===== src/hw/rtl/lgr_pkg.sv =====
// shared constants for the life generation row block
`timescale 1ns / 1ps
`default_nettype none

package lgr_pkg;

	localparam int DATA_W     = 64;
	localparam int CFG_W      = 7;
	localparam int ROW_W_DEF  = 64;
	localparam int NBR_N      = 8;
	localparam int NBR_CNT_W  = 4;
	localparam int FIFO_DEPTH = 4;
	localparam int FIFO_PTR_W = 2;
	localparam int FIFO_CNT_W = 3;

	localparam logic [CFG_W-1:0]     ACTIVE_WIDTH_RST = 7'd10;
	localparam logic [NBR_CNT_W-1:0] BIRTH_COUNT      = 4'd3;
	localparam logic [NBR_CNT_W-1:0] SURVIVE_COUNT    = 4'd2;

endpackage

`default_nettype wire


===== src/hw/rtl/lgr_cell.sv =====
// one cell lane: neighbour count and birth/survival rule
`timescale 1ns / 1ps
`default_nettype none

module lgr_cell (
	input  wire logic [lgr_pkg::NBR_N-1:0] nbr,
	input  wire logic                      self_alive,
	output logic                           next_alive
);

	logic [lgr_pkg::NBR_CNT_W-1:0] cnt;

	always_comb begin
		cnt = '0;
		for (int i = 0; i < lgr_pkg::NBR_N; i++) begin
			cnt = cnt + lgr_pkg::NBR_CNT_W'(nbr[i]);
		end
	end

	assign next_alive = (cnt == lgr_pkg::BIRTH_COUNT) ||
		(self_alive && (cnt == lgr_pkg::SURVIVE_COUNT));

endmodule

`default_nettype wire


===== src/hw/rtl/lgr_row.sv =====
// row of cell lanes with masking and any-alive merge
`timescale 1ns / 1ps
`default_nettype none

module lgr_row #(
	parameter int ROW_WIDTH = lgr_pkg::ROW_W_DEF
) (
	input  wire logic [ROW_WIDTH-1:0] up_row,
	input  wire logic [ROW_WIDTH-1:0] mid_row,
	input  wire logic [ROW_WIDTH-1:0] low_row,
	input  wire logic [ROW_WIDTH-1:0] mask,
	output logic      [ROW_WIDTH-1:0] next_row,
	output logic                      any_alive
);

	logic [ROW_WIDTH+1:0] up_x;
	logic [ROW_WIDTH+1:0] mid_x;
	logic [ROW_WIDTH+1:0] low_x;
	logic [ROW_WIDTH-1:0] lane_out;

	// dead border cells on both sides
	assign up_x  = {1'b0, up_row, 1'b0};
	assign mid_x = {1'b0, mid_row, 1'b0};
	assign low_x = {1'b0, low_row, 1'b0};

	for (genvar k = 0; k < ROW_WIDTH; k++) begin : g_lane
		lgr_cell u_cell (
			.nbr       ({up_x[k+2:k], mid_x[k+2], mid_x[k], low_x[k+2:k]}),
			.self_alive(mid_x[k+1]),
			.next_alive(lane_out[k])
		);
	end

	assign next_row  = lane_out & mask;
	assign any_alive = |next_row;

endmodule

`default_nettype wire


===== src/hw/rtl/life_generation_rows.sv =====
// life_generation_rows: one B3/S23 generation over a streamed, non-wrapping board
// channels: rows enter on s_axis (tdata = row cells, tlast = bottom row of
// the board) and new rows leave on m_axis (tdata = new row, tlast = final row
// of the new board, tuser = some emitted cell of this board is alive)
// cfg_wen/cfg_wdata set the active width, to be written only while the block
// idles; the block itself does not enforce this; each row is computed by
// ROW_WIDTH cell lanes side by side; the first row of a board emits nothing;
// every later row emits the new row above it; the bottom row emits two items,
// a one-row board one item; items pass through the output queue registers to
// m_axis; throughput is one input row per cycle while s_axis_tready is high;
// the extra item of the bottom row is absorbed by the four-entry output queue
// s_axis_tready stays high while the queue has room for two items, so the
// sender is held back only when a receiver stall leaves under two free slots
// reset clears held_q, the queue and alive flag and sets the active width to 10
`timescale 1ns / 1ps
`default_nettype none

module life_generation_rows #(
	parameter int ROW_WIDTH = lgr_pkg::ROW_W_DEF
) (
	input  wire logic                       clk,
	input  wire logic                       arst_n,
	input  wire logic                       cfg_wen,
	input  wire logic [lgr_pkg::CFG_W-1:0]  cfg_wdata,   // active_width
	input  wire logic                       s_axis_tvalid,
	output logic                            s_axis_tready,
	input  wire logic [lgr_pkg::DATA_W-1:0] s_axis_tdata, // row_cells
	input  wire logic                       s_axis_tlast,
	output logic                            m_axis_tvalid,
	input  wire logic                       m_axis_tready,
	output logic      [lgr_pkg::DATA_W-1:0] m_axis_tdata, // next_row_cells
	output logic                            m_axis_tlast,
	output logic                            m_axis_tuser  // any_alive
);

	localparam int CfgW  = lgr_pkg::CFG_W;
	localparam int DataW = lgr_pkg::DATA_W;
	localparam int PtrW  = lgr_pkg::FIFO_PTR_W;
	localparam int CntW  = lgr_pkg::FIFO_CNT_W;
	localparam int Depth = lgr_pkg::FIFO_DEPTH;

	logic [CfgW-1:0]      active_width_q;
	logic [ROW_WIDTH-1:0] mask;
	logic [ROW_WIDTH-1:0] row_in;
	logic [ROW_WIDTH-1:0] upper_q;
	logic [ROW_WIDTH-1:0] middle_q;
	logic                 held_q;
	logic                 alive_seen_q;

	logic [ROW_WIDTH-1:0] up_a;
	logic [ROW_WIDTH-1:0] mid_a;
	logic [ROW_WIDTH-1:0] low_a;
	logic [ROW_WIDTH-1:0] next_a;
	logic [ROW_WIDTH-1:0] next_b;
	logic                 any_a;
	logic                 any_b;
	logic                 alive_a;
	logic                 alive_b;

	logic                 accept;
	logic                 pop;
	logic                 push_a;
	logic                 push_b;
	logic                 last_a;

	logic [ROW_WIDTH-1:0] fifo_row_q   [Depth];
	logic                 fifo_last_q  [Depth];
	logic                 fifo_alive_q [Depth];
	logic [PtrW-1:0]      wr_ptr_q;
	logic [PtrW-1:0]      wr_ptr_nx;
	logic [PtrW-1:0]      rd_ptr_q;
	logic [CntW-1:0]      count_q;

	always_comb begin
		for (int k = 0; k < ROW_WIDTH; k++) begin
			mask[k] = active_width_q > CfgW'(k);
		end
	end

	assign row_in = s_axis_tdata[ROW_WIDTH-1:0] & mask;

	// lane group a: row above the incoming one, or a one-row board
	assign up_a  = held_q ? upper_q  : '0;
	assign mid_a = held_q ? middle_q : row_in;
	assign low_a = held_q ? row_in   : '0;

	lgr_row #(.ROW_WIDTH(ROW_WIDTH)) u_row_a (
		.up_row   (up_a),
		.mid_row  (mid_a),
		.low_row  (low_a),
		.mask     (mask),
		.next_row (next_a),
		.any_alive(any_a)
	);

	// lane group b: bottom row
	lgr_row #(.ROW_WIDTH(ROW_WIDTH)) u_row_b (
		.up_row   (middle_q),
		.mid_row  (row_in),
		.low_row  ('0),
		.mask     (mask),
		.next_row (next_b),
		.any_alive(any_b)
	);

	assign alive_a = alive_seen_q | any_a;
	assign alive_b = alive_a | any_b;

	assign accept    = s_axis_tvalid & s_axis_tready;
	assign pop       = m_axis_tvalid & m_axis_tready;
	assign push_a    = accept & (held_q | s_axis_tlast);
	assign push_b    = accept & held_q & s_axis_tlast;
	assign last_a    = s_axis_tlast & ~held_q;
	assign wr_ptr_nx = wr_ptr_q + PtrW'(1);

	assign s_axis_tready = count_q <= CntW'(Depth - 2);
	assign m_axis_tvalid = count_q != '0;
	assign m_axis_tdata  = DataW'(fifo_row_q[rd_ptr_q]);
	assign m_axis_tlast  = fifo_last_q[rd_ptr_q];
	assign m_axis_tuser  = fifo_alive_q[rd_ptr_q];

	always_ff @(posedge clk or negedge arst_n) begin
		if (!arst_n) begin
			active_width_q <= lgr_pkg::ACTIVE_WIDTH_RST;
			held_q         <= 1'b0;
			alive_seen_q   <= 1'b0;
			wr_ptr_q       <= '0;
			rd_ptr_q       <= '0;
			count_q        <= '0;
		end else begin
			if (cfg_wen) begin
				active_width_q <= cfg_wdata;
			end
			if (accept) begin
				if (s_axis_tlast) begin
					held_q       <= 1'b0;
					alive_seen_q <= 1'b0;
				end else begin
					held_q <= 1'b1;
					if (held_q) begin
						alive_seen_q <= alive_a;
					end
				end
			end
			wr_ptr_q <= wr_ptr_q + PtrW'(push_a) + PtrW'(push_b);
			rd_ptr_q <= rd_ptr_q + PtrW'(pop);
			count_q  <= count_q + CntW'(push_a) + CntW'(push_b) - CntW'(pop);
		end
	end

	always_ff @(posedge clk) begin
		if (accept && !s_axis_tlast) begin
			upper_q  <= held_q ? middle_q : '0;
			middle_q <= row_in;
		end
		for (int i = 0; i < Depth; i++) begin
			if (push_a && (wr_ptr_q == PtrW'(i))) begin
				fifo_row_q[i]   <= next_a;
				fifo_last_q[i]  <= last_a;
				fifo_alive_q[i] <= alive_a;
			end
			if (push_b && (wr_ptr_nx == PtrW'(i))) begin
				fifo_row_q[i]   <= next_b;
				fifo_last_q[i]  <= 1'b1;
				fifo_alive_q[i] <= alive_b;
			end
		end
	end

endmodule

`default_nettype wire


===== config.mk =====
export PLATFORM = sky130hd
export DESIGN_NAME = life_generation_rows
export DESIGN_NICKNAME = d
export VERILOG_FILES = /design/src/hw/rtl/lgr_pkg.sv /design/src/hw/rtl/lgr_cell.sv /design/src/hw/rtl/lgr_row.sv /design/src/hw/rtl/life_generation_rows.sv
export SDC_FILE = /design/constraint.sdc
export NUM_CORES = 2
export LEC_CHECK = 0
export ABC_AREA = 1
export BUFFER_PORTS_ARGS = -buffer_cell sky130_fd_sc_hd__buf_4
export CAP_MARGIN = 30
export CORE_MARGIN = 1
export CORE_UTILIZATION = 40
export DETAILED_ROUTE_END_ITERATION = 6
export GPL_TIMING_DRIVEN = 0
export PLACE_DENSITY = 0.66
export SYNTH_ARGS = -nofsm -noshare
export SYNTH_HDL_FRONTEND = slang
export SYNTH_HIERARCHICAL = 1
export SYNTH_SLANG_ARGS = --single-unit

===== constraint.sdc =====
create_clock -name clk -period 6.9 [get_ports clk]
set_clock_uncertainty 0.05 [all_clocks]
set_input_delay 0.345 -clock clk [delete_from_list [all_inputs] [get_ports clk]]
set_output_delay 0.345 -clock clk [all_outputs]
set_load 0.01 [all_outputs]

==> results.sh <==
export IMPL_start_util=0.404
export IMPL_cp_slowest_cell="buf_2"
export IMPL_crit_path_start_kind="flop"
export IMPL_synthArstFlopShare=0.0392
export IMPL_path_cells="buf_4 > clkbuf_1 > buf_2 > nand2_1 > nand2_1 > inv_1 > fa_1 > fa_1 > fa_1 > inv_1 > ha_1 > fa_1 > nand3_1 > a21oi_1 > nand2_1 > nand2_1 > inv_1 > nand2_1 > nor2_1 > nand2_1 > nor2_1 > nand2_1 > nor2_1 > o21ai_0"
export IMPL_crit_required_ns=7.19
export IMPL_syn_avg_cell_area_sq_um=7.53
export IMPL_period_share=0.976
export IMPL_clock_fmax_mhz=149
export IMPL_grt_pass1_wl_microns=229000
export IMPL_synth_most_common_cell="inv_1"
export IMPL_cp_depth=24
export IMPL_synth_compound_area_frac=0.0481
export IMPL_die_area_sq_um=121000
export IMPL_dp_hpwl_microns=116000
export IMPL_yosys_area_share_simple=0.183
export IMPL_cts_tree="built"
export IMPL_antenna_left=0
export IMPL_yosysTopAreaCellShare=0.246
export IMPL_setup_viol=0
export IMPL_grt_pass1_vias=40700
export IMPL_drt_pass1_iterations=6
export IMPL_cts_root_buf="clkbuf_16"
export IMPL_vdd_drop_max_mv=0.290
export IMPL_synth_cell_area_sq_um=47700
export IMPL_synth_top_family_by_area="adder cells"
export IMPL_top_layer="met5"
export IMPL_portBuffers=144
export IMPL_post_route_cell_area_sq_um=53800
export IMPL_grt_use_total=0.248
export IMPL_final_hold_viol_count=0
export IMPL_synth_cells=6341
export IMPL_synth_ff_type="edfxtp_1"
export IMPL_h_tree_depth=2
export IMPL_grt_max_degree=74
export IMPL_synthToLayoutAreaGrowth_pct=12.7
export IMPL_clock_sinks=408
export IMPL_num_rows=126
export IMPL_insertion_delay_ns=0.63
export IMPL_power_density_nw_per_um2=481
export IMPL_cts_buffers_inserted=49
export IMPL_crit_family="adder cells"
export IMPL_drc=0
export IMPL_route_met2_wl_microns=65400
export IMPL_antenna_found_initial=7
export IMPL_critPathCaptureType="flop"
export IMPL_reg2reg_depth=24
export IMPL_yosys_top_cells_area="edfxtp_1 (25%), fa_1 (22%), inv_1 (18%)"
export IMPL_post_synth_mux_area_share=0.000236
export IMPL_wl_per_cell_microns=17.8
export IMPL_synth_seq_cells=408
export IMPL_synth_seq_area_share=0.255
export IMPL_cp_data_arrival_time_ns=7.02
export IMPL_status="finished, final reports clean"
export IMPL_synth_enable_flop_cells=391
export IMPL_synth_fa_ha_area_frac=0.317
export IMPL_drt_iter0_markers=4240
export IMPL_pre_cts_ws_ns=-0.408
export IMPL_final_seq_area_sq_um=12200
export IMPL_routed_via_density=4.87
export IMPL_wl_met3_microns=15500
export IMPL_drive_above_1_share=0.0489
export IMPL_post_dp_cell_area_sq_um=51900
export IMPL_post_cts_buffers=0
export IMPL_fp_dieH_microns=347
export IMPL_crit_type="reg -> reg"
export IMPL_drt_met1_wl_microns=58200
export IMPL_multiInputGateArea_sq_um=27000
export IMPL_worst_slew_pin_slew_ns=1.14
export IMPL_fin_crit_ns=6.73
export IMPL_nFillCells=11700
export IMPL_num_nets_final=7742
export IMPL_fin_hold_ws_ns=0.0450
export IMPL_cpPeakStageDelay_ns=0.60
export IMPL_drt_total_wl_microns=149000
export IMPL_yosys_area_share_xor_xnor=0.000551
export IMPL_hp_class="in -> reg"
export IMPL_die_w_microns=347
export IMPL_grt_setup_unrepaired="false"
export IMPL_synthTopCellsByCount="inv_1 (2,305), nand2_1 (1,331), nand3_1 (517)"
export IMPL_final_max_slew_violation_count=0
export IMPL_yosys_warnings=6
export IMPL_vias=40600
export IMPL_grt_remaining_overflow=0
export IMPL_cpMostUsedCell="nand2_1"
export IMPL_synth_top_area_cell="edfxtp_1"
export IMPL_maxCapViolCount=0
export IMPL_pin_count=145
export IMPL_core_area_sq_um=118000
export IMPL_place_gp_congestion=0.982
export IMPL_slew_limit_headroom=0.243
export IMPL_cts_buffer_depth=3
export IMPL_power_leakage_nw=29.5
export IMPL_ys_types=34
export IMPL_fin_ws_ns=0.168
export IMPL_clkTransAtPathRegs_ns=0.07
export IMPL_cp_num_buf_inv=6
export IMPL_worstHoldPathCells=3
export IMPL_cp_max_fo=10
==> cell type report <==
class                   count  share of cell area
multi-input cells        3666               0.502
flip-flops and latches    408               0.226
inverters                2307               0.161
well taps                1536              0.0357
repair buffers            172              0.0282
clock buffers              58              0.0246
plain buffers             159              0.0130
clock inverters            34             0.00905
diodes                      1           0.0000465
==> layout by cell type, fill, tap and decap left out, drive strengths merged, types with 14 or more instances in the layout <==
cell       n
a21oi    133
nand4     22
clkbuf   149
edfxtp   391
fa       515
ha       387
nor2     235
o21ai    239
buf      230
o22ai     66
nand2   1334
conb     202
clkinv    14
nand3    521
dfrtp     14
inv     2310
==> cell families (layout without fill, tap and decap cells) <==
| group | count (synthesis) | in the layout |
|---|---|---|
| buffers and inverters | 2466 | 2730 |
| and+or+nand+nor | 2119 | 2119 |
| adders and majority gates | 902 | 902 |
| AOI/OAI and AO/OA | 439 | 439 |
| DFF | 408 | 408 |
| other | 3 | 203 |
| xor gates and xnor gates | 3 | 3 |
| muxes | 1 | 1 |
==> metrics by stage <==
step	setup TNS [ns]	instances	util	total power, mW
3_5_place_dp	-1.90	8238	0.439	22.4
2_1_floorplan	0	6540	-	16.6
3_3_place_gp	-3.56	8220	0.435	21.6
5_1_grt	0	8340	0.455	28.5
6_report	0	8341	0.455	25.8
4_1_cts	0	8340	0.455	25.5
==> final timing paths <==
| check | slack [ns] | to | startpoint |
|---|---|---|---|
| setup reg to reg | 0.17 | fifo_alive_q[3] | held_q |
| setup / recovery | 0.17 | fifo_alive_q[3] | held_q |
| min in group asynchronous | 0.20 | active_width_q[2] | arst_n |
| hold / removal | 0.04 | middle_q[59] | s_axis_tdata[59] |
| max in group asynchronous | 6.32 | active_width_q[3] | arst_n |
| hold reg to reg | 0.47 | fifo_last_q[2] | fifo_last_q[2] |
==> layer usage <==
metal	global-route usage	up-vias
li1	-	19200
met3	0.0515	382
met2	0.392	1881
met1	0.319	19200
met5	0.00320	-
met4	0.136	6
==> power breakdown <==
group	switching [mW]	internal, mW	total (mW)
registers	0.168	3.84	4.01
clock network	1.21	1.79	3.00
logic	12.4	6.46	18.8
==> worst reg2reg max path: cells and delay by family, from the launching register on <==
kind            cells  cell delay [ns]
compound gates      2             0.23
fa+ha+maj           5             2.06
buf+inv             6             1.70
flops               1             0.54
simple gates       11             1.86
==> state kept, by name, summed over array words and instances, names as in the netlist <==
signal and count:
held_q 1, upper_q 64, count_q 3, rd_ptr_q 2
active_width_q 7, fifo_last_q 4, fifo_alive_q 4, wr_ptr_q 2
fifo_row_q 256, middle_q 64, alive_seen_q 1
==> timing repair <==
item                       4_1_cts  5_1_grt
setup endpoints to repair        5        5
hold endpoints to repair        24        0
hold buffers                    10        0
gates resized for setup          5        5
Power figures use the tool's default switching activity.
